`src/rtl/core/lslm_pkg.sv`:
```
// Package for the link session loss monitor.
// Holds event codes, configuration register indexes and statistics selects.
// No dependencies.
`timescale 1ns / 1ps

package lslm_pkg;

  typedef enum logic [2:0] {
    OP_RX_OK        = 3'd0,
    OP_RX_BAD       = 3'd1,
    OP_TX_SEND      = 3'd2,
    OP_RX_INCOMPL   = 3'd3,
    OP_LISTEN_TMO   = 3'd4,
    OP_TRIG_FAIL    = 3'd5
  } op_e;

  typedef enum logic [2:0] {
    CFG_KEEPALIVE_SEQ = 3'd0,
    CFG_KEEPALIVE_LEN = 3'd1,
    CFG_METADATA_LEN  = 3'd2,
    CFG_MAX_LEN       = 3'd3,
    CFG_SYNC_LOSS     = 3'd4,
    CFG_STAT_SELECT   = 3'd5
  } cfg_idx_e;

  typedef enum logic [3:0] {
    STAT_LOST       = 4'd0,
    STAT_BURST_1    = 4'd1,
    STAT_BURST_2    = 4'd2,
    STAT_BURST_3_4  = 4'd3,
    STAT_BURST_5UP  = 4'd4,
    STAT_LONGEST    = 4'd5,
    STAT_OUTAGE     = 4'd6,
    STAT_INCOMPL    = 4'd7,
    STAT_TRIG_FAIL  = 4'd8
  } stat_sel_e;

  localparam int unsigned CfgIdxWidth  = 3;
  localparam int unsigned CfgDataWidth = 16;
  localparam int unsigned BurstBins    = 4;

  localparam logic [15:0] KeepaliveSeqRst = 16'hFFFF;
  localparam logic [7:0]  KeepaliveLenRst = 8'd3;
  localparam logic [7:0]  MetadataLenRst  = 8'd2;
  localparam logic [7:0]  MaxLenRst       = 8'd255;
  localparam logic [3:0]  SyncLossRst     = 4'd8;

endpackage

```
`src/rtl/core/link_session_loss_monitor.sv`:
```
// Link session loss monitor: top level with input stage, state update and result stage.
// Depends on lslm_pkg.
`timescale 1ns / 1ps

// Usage:
// - Event channel: in_valid_i / in_stall_o with operation_i, packet_length_i,
//   packet_seq_i. An item is taken at an edge with valid high and stall low.
// - Result channel: out_valid_o / out_stall_i, one result item per event.
// - Config channel: cfg_valid_i / cfg_ready_o, cfg_index_i selects the register,
//   cfg_data_i holds the value (low bits used). Ready is always high; write
//   only while no event is in flight.
// - Path: an event taken is held in the input register, and its result is then
//   registered in the output register.
// - Throughput: one event per cycle while the result side does not stall. The
//   session state updates as the item moves from the input register to the output register.
// - Reset clears session state, counters and both stages; config registers
//   return to their defaults.
// - A stall on the result side holds the output register; the input register
//   keeps one more item, and then in_stall_o rises until the output moves.
module link_session_loss_monitor #(
  parameter int unsigned SEQ_WIDTH     = 16,
  parameter int unsigned COUNTER_WIDTH = 32
) (
  input  logic        clk_i,
  input  logic        rst_ni,

  input  logic        in_valid_i,
  output logic        in_stall_o,
  input  logic [2:0]  operation_i,
  input  logic [7:0]  packet_length_i,
  input  logic [15:0] packet_seq_i,

  output logic        out_valid_o,
  input  logic        out_stall_i,
  output logic        in_service_o,
  output logic        length_valid_o,
  output logic        deliver_o,
  output logic [15:0] assigned_tx_seq_o,
  output logic [14:0] gap_found_o,
  output logic        outage_now_o,
  output logic        radio_stop_o,
  output logic [31:0] stat_value_o,

  input  logic                                cfg_valid_i,
  output logic                                cfg_ready_o,
  input  logic [lslm_pkg::CfgIdxWidth-1:0]    cfg_index_i,
  input  logic [lslm_pkg::CfgDataWidth-1:0]   cfg_data_i
);

  localparam int unsigned SW = SEQ_WIDTH;
  localparam int unsigned CW = COUNTER_WIDTH;

  // configuration
  logic [15:0] keepalive_seq_q;
  logic [7:0]  keepalive_len_q;
  logic [7:0]  metadata_len_q;
  logic [7:0]  max_len_q;
  logic [3:0]  sync_loss_q;
  logic [3:0]  stat_select_q;

  // input stage
  logic        s1_valid_q, s1_valid_d;
  logic [2:0]  op_q;
  logic [7:0]  len_q;
  logic [15:0] seq_q;

  // session state
  logic          service_q, service_d;
  logic [3:0]    miss_q, miss_d;
  logic [SW-1:0] last_rx_q, last_rx_d;
  logic          have_last_q, have_last_d;
  logic [SW-1:0] next_tx_q, next_tx_d;
  logic [CW-1:0] lost_q, lost_d;
  logic [CW-1:0] hist_q [lslm_pkg::BurstBins];
  logic [CW-1:0] hist_d [lslm_pkg::BurstBins];
  logic [SW-2:0] longest_q, longest_d;
  logic [CW-1:0] outage_cnt_q, outage_cnt_d;
  logic [CW-1:0] incompl_q, incompl_d;
  logic [CW-1:0] trig_fail_q, trig_fail_d;

  // result stage
  logic        out_valid_q;
  logic        r_service_d, r_lvalid_d, r_deliver_d, r_outage_d, r_stop_d;
  logic [15:0] r_txseq_d;
  logic [14:0] r_gap_d;
  logic [31:0] r_stat_d;
  logic        r_service_q, r_lvalid_q, r_deliver_q, r_outage_q, r_stop_q;
  logic [15:0] r_txseq_q;
  logic [14:0] r_gap_q;
  logic [31:0] r_stat_q;

  logic          s2_ready, s1_fire, in_accept;
  logic          len_ok, ka_hit, loss;
  logic [SW-1:0] ka_seq, seq_m, exp_inc, expect_seq, delta, tx_inc, tx_adv;
  logic [3:0]    miss_inc;
  logic [CW-1:0] stat_sel;

  assign s2_ready    = !out_valid_q || !out_stall_i;
  assign s1_fire     = s1_valid_q && s2_ready;
  assign in_stall_o  = s1_valid_q && !s2_ready;
  assign in_accept   = in_valid_i && !in_stall_o;
  assign cfg_ready_o = 1'b1;

  assign len_ok       = (len_q > metadata_len_q) && (len_q <= max_len_q);
  assign ka_hit       = (len_q == keepalive_len_q) && (seq_q == keepalive_seq_q);
  assign ka_seq       = SW'(keepalive_seq_q);
  assign seq_m        = SW'(seq_q);
  assign exp_inc      = last_rx_q + SW'(1);
  assign expect_seq   = (exp_inc == ka_seq) ? exp_inc + SW'(1) : exp_inc;
  assign delta        = seq_m - expect_seq;
  assign loss         = have_last_q && (delta != '0) && !delta[SW-1];
  assign tx_inc       = next_tx_q + SW'(1);
  assign tx_adv       = (tx_inc == ka_seq) ? tx_inc + SW'(1) : tx_inc;
  assign miss_inc     = miss_q + 4'd1;

  always_comb begin
    service_d    = service_q;
    miss_d       = miss_q;
    last_rx_d    = last_rx_q;
    have_last_d  = have_last_q;
    next_tx_d    = next_tx_q;
    lost_d       = lost_q;
    hist_d       = hist_q;
    longest_d    = longest_q;
    outage_cnt_d = outage_cnt_q;
    incompl_d    = incompl_q;
    trig_fail_d  = trig_fail_q;
    r_lvalid_d   = 1'b0;
    r_deliver_d  = 1'b0;
    r_txseq_d    = '0;
    r_gap_d      = '0;
    r_outage_d   = 1'b0;
    r_stop_d     = 1'b0;

    case (lslm_pkg::op_e'(op_q))
      lslm_pkg::OP_RX_OK: begin
        if (len_ok) begin
          r_lvalid_d = 1'b1;
          miss_d     = '0;
          service_d  = 1'b1;
          if (!ka_hit) begin
            r_deliver_d = 1'b1;
            if (loss) begin
              r_gap_d = 15'(delta);
              lost_d  = lost_q + CW'(delta);
              if (delta == SW'(1)) begin
                hist_d[0] = hist_q[0] + CW'(1);
              end else if (delta == SW'(2)) begin
                hist_d[1] = hist_q[1] + CW'(1);
              end else if (delta <= SW'(4)) begin
                hist_d[2] = hist_q[2] + CW'(1);
              end else begin
                hist_d[3] = hist_q[3] + CW'(1);
              end
              if (delta > SW'(longest_q)) begin
                longest_d = delta[SW-2:0];
              end
            end
            last_rx_d   = seq_m;
            have_last_d = 1'b1;
          end
        end
      end
      lslm_pkg::OP_RX_BAD: begin
        miss_d = '0;
      end
      lslm_pkg::OP_TX_SEND: begin
        if (len_ok) begin
          r_lvalid_d = 1'b1;
          r_txseq_d  = 16'(next_tx_q);
          next_tx_d  = tx_adv;
        end
      end
      lslm_pkg::OP_RX_INCOMPL: begin
        incompl_d = incompl_q + CW'(1);
        miss_d    = '0;
      end
      lslm_pkg::OP_LISTEN_TMO: begin
        if (service_q) begin
          miss_d = miss_inc;
          if (miss_inc >= sync_loss_q) begin
            outage_cnt_d = outage_cnt_q + CW'(1);
            r_outage_d   = 1'b1;
            service_d    = 1'b0;
            miss_d       = '0;
            have_last_d  = 1'b0;
          end
        end
      end
      lslm_pkg::OP_TRIG_FAIL: begin
        trig_fail_d = trig_fail_q + CW'(1);
        if (service_q) begin
          outage_cnt_d = outage_cnt_q + CW'(1);
          r_outage_d   = 1'b1;
        end
        service_d   = 1'b0;
        miss_d      = '0;
        have_last_d = 1'b0;
        r_stop_d    = 1'b1;
      end
      default: begin
      end
    endcase

    case (lslm_pkg::stat_sel_e'(stat_select_q))
      lslm_pkg::STAT_LOST:      stat_sel = lost_d;
      lslm_pkg::STAT_BURST_1:   stat_sel = hist_d[0];
      lslm_pkg::STAT_BURST_2:   stat_sel = hist_d[1];
      lslm_pkg::STAT_BURST_3_4: stat_sel = hist_d[2];
      lslm_pkg::STAT_BURST_5UP: stat_sel = hist_d[3];
      lslm_pkg::STAT_LONGEST:   stat_sel = CW'(longest_d);
      lslm_pkg::STAT_OUTAGE:    stat_sel = outage_cnt_d;
      lslm_pkg::STAT_INCOMPL:   stat_sel = incompl_d;
      lslm_pkg::STAT_TRIG_FAIL: stat_sel = trig_fail_d;
      default:                  stat_sel = '0;
    endcase
    r_stat_d    = 32'(stat_sel);
    r_service_d = service_d;
  end

  always_comb begin
    if (in_accept) begin
      s1_valid_d = 1'b1;
    end else if (s1_fire) begin
      s1_valid_d = 1'b0;
    end else begin
      s1_valid_d = s1_valid_q;
    end
  end

  always_ff @(posedge clk_i or negedge rst_ni) begin
    if (!rst_ni) begin
      keepalive_seq_q <= lslm_pkg::KeepaliveSeqRst;
      keepalive_len_q <= lslm_pkg::KeepaliveLenRst;
      metadata_len_q  <= lslm_pkg::MetadataLenRst;
      max_len_q       <= lslm_pkg::MaxLenRst;
      sync_loss_q     <= lslm_pkg::SyncLossRst;
      stat_select_q   <= '0;
    end else if (cfg_valid_i) begin
      case (lslm_pkg::cfg_idx_e'(cfg_index_i))
        lslm_pkg::CFG_KEEPALIVE_SEQ: keepalive_seq_q <= cfg_data_i[15:0];
        lslm_pkg::CFG_KEEPALIVE_LEN: keepalive_len_q <= cfg_data_i[7:0];
        lslm_pkg::CFG_METADATA_LEN:  metadata_len_q  <= cfg_data_i[7:0];
        lslm_pkg::CFG_MAX_LEN:       max_len_q       <= cfg_data_i[7:0];
        lslm_pkg::CFG_SYNC_LOSS:     sync_loss_q     <= cfg_data_i[3:0];
        lslm_pkg::CFG_STAT_SELECT:   stat_select_q   <= cfg_data_i[3:0];
        default: begin
        end
      endcase
    end
  end

  always_ff @(posedge clk_i or negedge rst_ni) begin
    if (!rst_ni) begin
      s1_valid_q   <= 1'b0;
      out_valid_q  <= 1'b0;
      service_q    <= 1'b0;
      miss_q       <= '0;
      last_rx_q    <= '0;
      have_last_q  <= 1'b0;
      next_tx_q    <= '0;
      lost_q       <= '0;
      hist_q       <= '{default: '0};
      longest_q    <= '0;
      outage_cnt_q <= '0;
      incompl_q    <= '0;
      trig_fail_q  <= '0;
    end else begin
      s1_valid_q <= s1_valid_d;
      if (s2_ready) begin
        out_valid_q <= s1_valid_q;
      end
      if (s1_fire) begin
        service_q    <= service_d;
        miss_q       <= miss_d;
        last_rx_q    <= last_rx_d;
        have_last_q  <= have_last_d;
        next_tx_q    <= next_tx_d;
        lost_q       <= lost_d;
        hist_q       <= hist_d;
        longest_q    <= longest_d;
        outage_cnt_q <= outage_cnt_d;
        incompl_q    <= incompl_d;
        trig_fail_q  <= trig_fail_d;
      end
    end
  end

  always_ff @(posedge clk_i) begin
    if (in_accept) begin
      op_q  <= operation_i;
      len_q <= packet_length_i;
      seq_q <= packet_seq_i;
    end
    if (s1_fire) begin
      r_service_q <= r_service_d;
      r_lvalid_q  <= r_lvalid_d;
      r_deliver_q <= r_deliver_d;
      r_txseq_q   <= r_txseq_d;
      r_gap_q     <= r_gap_d;
      r_outage_q  <= r_outage_d;
      r_stop_q    <= r_stop_d;
      r_stat_q    <= r_stat_d;
    end
  end

  assign out_valid_o       = out_valid_q;
  assign in_service_o      = r_service_q;
  assign length_valid_o    = r_lvalid_q;
  assign deliver_o         = r_deliver_q;
  assign assigned_tx_seq_o = r_txseq_q;
  assign gap_found_o       = r_gap_q;
  assign outage_now_o      = r_outage_q;
  assign radio_stop_o      = r_stop_q;
  assign stat_value_o      = r_stat_q;

endmodule

```
`config.mk`:
```
export PLATFORM = sky130hd
export DESIGN_NAME = link_session_loss_monitor
export DESIGN_NICKNAME = d
export VERILOG_FILES = /design/src/rtl/core/lslm_pkg.sv /design/src/rtl/core/link_session_loss_monitor.sv
export SDC_FILE = /design/constraint.sdc
export NUM_CORES = 1
export LEC_CHECK = 0
export ABC_AREA = 1
export BUFFER_PORTS_ARGS = -buffer_cell sky130_fd_sc_hd__buf_2
export CORE_MARGIN = 2
export CORE_UTILIZATION = 45
export CTS_CLUSTER_DIAMETER = 40
export DETAILED_ROUTE_END_ITERATION = 8
export MAX_ROUTING_LAYER = met4
export PLACE_DENSITY = 0.66
export RECOVER_POWER = 25
export SLEW_MARGIN = 30
export SYNTH_ARGS = -nofsm -noshare
export SYNTH_HDL_FRONTEND = slang
export SYNTH_SLANG_ARGS = --single-unit
```
`constraint.sdc`:
```
create_clock -name clk_i -period 7.5 [get_ports clk_i]
set_input_delay 1.5 -clock clk_i [delete_from_list [all_inputs] [get_ports clk_i]]
set_output_delay 1.5 -clock clk_i [all_outputs]
set_load 0.005 [all_outputs]
```
==> results.py <==
metrics = {
    "pwr": {
        "power_density_mw_per_mm2": 370.5,
        "ir_drop_uv": 175.4,
        "cellLeakagePower_nw": 16.36,
    },
    "detailed_routing": {
        "drc_errors": 0,
        "first_pass_iters": 6,
        "drtAntennaViolNets": 0,
        "viasPerCell": 5.410,
        "vias": 30010,
        "drt_first_iter_violations": 2752,
        "routedWlPerCell_um": 17.38,
        "routed_wl_mm": 96.36,
    },
    "sta": {
        "grt_setup_unrepaired": "no",
        "slew_headroom": -1.483,
        "clock.fmax_ghz": 0.1453,
        "finalWorstSetupSlack_ps": 619.8,
        "finalHoldViolCount": 0,
        "setup_tns_ps": 0,
        "drv_slew": 175,
        "post-route-min-period_ps": 6880,
        "clock_skew_ps": 42.27,
        "period_share": 0.9174,
        "worst_pin_slew_ps": 3725,
        "setup_viol": 0,
    },
    "critical_path": {
        "cp-start-kind": "flip-flop",
        "path_common_cell": "nand2_1",
        "critPathArrivalTime_ps": 7260,
        "cp.required_ps": 7880,
        "end_kind": "flip-flop",
        "crit_type": "reg2reg",
        "cp_slowest_cell": "dfrtp_2",
        "slowest_delay_ps": 480,
        "cp_max_fo": 11,
    },
    "clock_tree": {
        "numCtsBuffers": 90,
        "htree_levels": 3,
        "clk_latency_ps": 650,
        "cts_tree": "built",
        "cts.reportedPaths.clkPinSlew_ps": 50,
        "cts.sinks": 454,
        "cts_buffer_depth": 3,
        "clockRootBuffer": "clkbuf_16",
    },
    "floorplan": {
        "start_util": 0.4539,
        "core_mm2": 0.06859,
        "row_count": 96,
        "die_h_um": 267.0,
        "die_area_mm2": 0.07131,
        "ios": 122,
        "die_w_um": 267.0,
    },
    "placement": {
        "io_buffers": 120,
        "dp_slack_ps": 488.2,
        "place.gp.congestion": 0.9564,
        "dp_hpwl_mm": 69.41,
    },
    "logic_synthesis": {
        "syn-num-nets": 4564,
        "syn_avg_cell_area_um2": 7.018,
        "yosys_warnings": 0,
        "synth_seq_cells": 454,
        "async_flop_share": 0.7907,
        "synth_flop_cell": "dfrtp_1",
        "synth_cell_types": 69,
        "yosysTopAreaCell": "dfrtp_1",
        "synth.most_common_cell": "nand2_1",
        "syn_inst": 4436,
        "netlist_area_mm2": 0.03113,
        "synth-seq-area-share": 0.3813,
        "synthTopCellsByCount": "nand2_1 (1,287), inv_1 (550), o21ai_0 (395)",
        "synth_edf_count": 95,
        "synth_top_area_frac": 0.2660,
        "synth_area_leaders": "dfrtp_1 (27%), nand2_1 (16%), edfxtp_1 (9.2%)",
    },
    "global_route": {
        "grt_max_degree": 153,
        "grt_use_total": 0.2792,
        "grt_pass1_wl_mm": 152.5,
        "antenna_found_initial": 3,
        "grt_pass1_vias": 27840,
        "gr-total-overflow": 0,
    },
    "hold_path": {
        "hold_class": "reg2reg",
    },
    "outcome": {
        "outcome": "complete, but fails checks",
        "violations": "capacitance limit, slew limit",
    },
    "finish": {
        "nFillCells": 6698,
        "seqCellArea_mm2": 0.01187,
        "multi_input_area_mm2": 0.01660,
        "drive_above_1_share": 0.08888,
        "fin_nets": 4664,
        "synthToLayoutAreaGrowth_pct": 15.17,
    },
    "flow_run": {
        "cap_viol_max_count": 3,
    },
}
==> repair_timing <==
item	4_1_cts	5_1_grt
hold buffers	0	0
resized for setup	0	4
endpoints found under the setup margin	0	26
setup buffers	0	0
==> per-stage QoR <==
stage	std cells	total power (W)	utilization	hold WS, ps	cell area [um^2]
finish	5546	0.01329	0.5228	480.4	35860
global route	5546	0.01424	0.5228	506.0	35860
CTS	5541	0.01324	0.5222	487.9	35810
detailed placement	5372	0.008922	0.4752	475.3	32590
global placement	5372	0.008869	0.4749	466.5	32570
floorplan	4436	0.007505	-	453.0	31130
==> kinds of logic after synthesis <==
logic type               count (synthesis)  share of synthesized area
AND/OR/NAND/NOR                       2328                     0.3224
multiplexers                             1                  0.0003215
adder cells (fa/ha/maj)                 77                    0.03143
AO/OA/AOI/OAI                          648                     0.1140
buffers and inverters                  710                    0.08849
XOR/XNOR                               217                    0.06193
other                                    1                  0.0001204
flip-flops                             454                     0.3813
==> registers in the layout, indices dropped and copies added, names as in the netlist, 16 cells and up <==
name / flops
trig_fail_q: 32
incompl_q: 32
assigned_tx_seq_o: 16
last_rx_q: 16
hist_q: 128
stat_value_o: 32
seq_m: 16
ka_seq: 16
lost_q: 32
outage_cnt_q: 32
next_tx_q: 16
==> worst max-delay path: cells and delay by family, from the launching register on <==
family / cells / cell delay, ps
flip-flops: 1 / 480
AND/OR/NAND/NOR: 29 / 3530
buffers and inverters: 3 / 480
XOR/XNOR: 1 / 230
adder cells (fa/ha/maj): 3 / 1090
AO/OA/AOI/OAI: 5 / 830
==> report_power, final <==
group          switching (W)  internal, W  total (W)  leakage [nW]
registers           0.000725      0.00334    0.00406          5.49
logic                0.00337      0.00161    0.00498          9.32
clock network        0.00147      0.00278    0.00425          1.55
==> worst paths after layout <==
| path | start | to | slack [ps] | depth (start not counted) |
|---|---|---|---|---|
| max | last_rx_q[0] | stat_value_o[27] | 620 | 41 |
| max in group asynchronous | rst_ni | outage_cnt_q[28] | 1050 | 3 |
| min reg2reg | metadata_len_q[4] | metadata_len_q[4] | 480 | 2 |
| min in group asynchronous | rst_ni | next_tx_q[7] | 1500 | 1 |
| min | metadata_len_q[4] | metadata_len_q[4] | 480 | 2 |
| max reg2reg | last_rx_q[0] | stat_value_o[27] | 620 | 41 |
==> routing by layer <==
metal | global-route usage | part of all wire | up-vias
met5 | - | 0 | -
met4 | 0.07592 | 0.026 | 0
met3 | 0.03764 | 0.070 | 178
met2 | 0.4188 | 0.44 | 1024
met1 | 0.3957 | 0.46 | 14090
li1 | - | - | 14720
==> layout by cell type, fill, tap and decap left out, drive strengths merged, types with 5 or more instances in the layout <==
cell type	n
nor4	49
or2	5
and2	5
a21oi	118
dfstp	28
xnor2	32
o211ai	36
inv	566
nand3	352
a221oi	11
dfrtp	331
ha	75
nor2	404
bufinv	13
nand4	91
nand3b	20
nand2	1293
clkinv	38
nor3	105
clkinvlp	10
a31oi	21
clkbuf	113
xor2	183
buf	145
edfxtp	95
a22o	7
o21ai	415
a21boi	5
==> cell type report <==
class	instances	share of cell area
Clock inverter	62	0.02209
Multi-Input combinational cell	3273	0.4629
Clock buffer	107	0.06773
Sequential cell	454	0.3311
Antenna cell	2	0.0001396
Timing Repair Buffer	152	0.02408
Tap cell	931	0.03249
Inverter	565	0.05942
(Power assumes the default switching activity.)
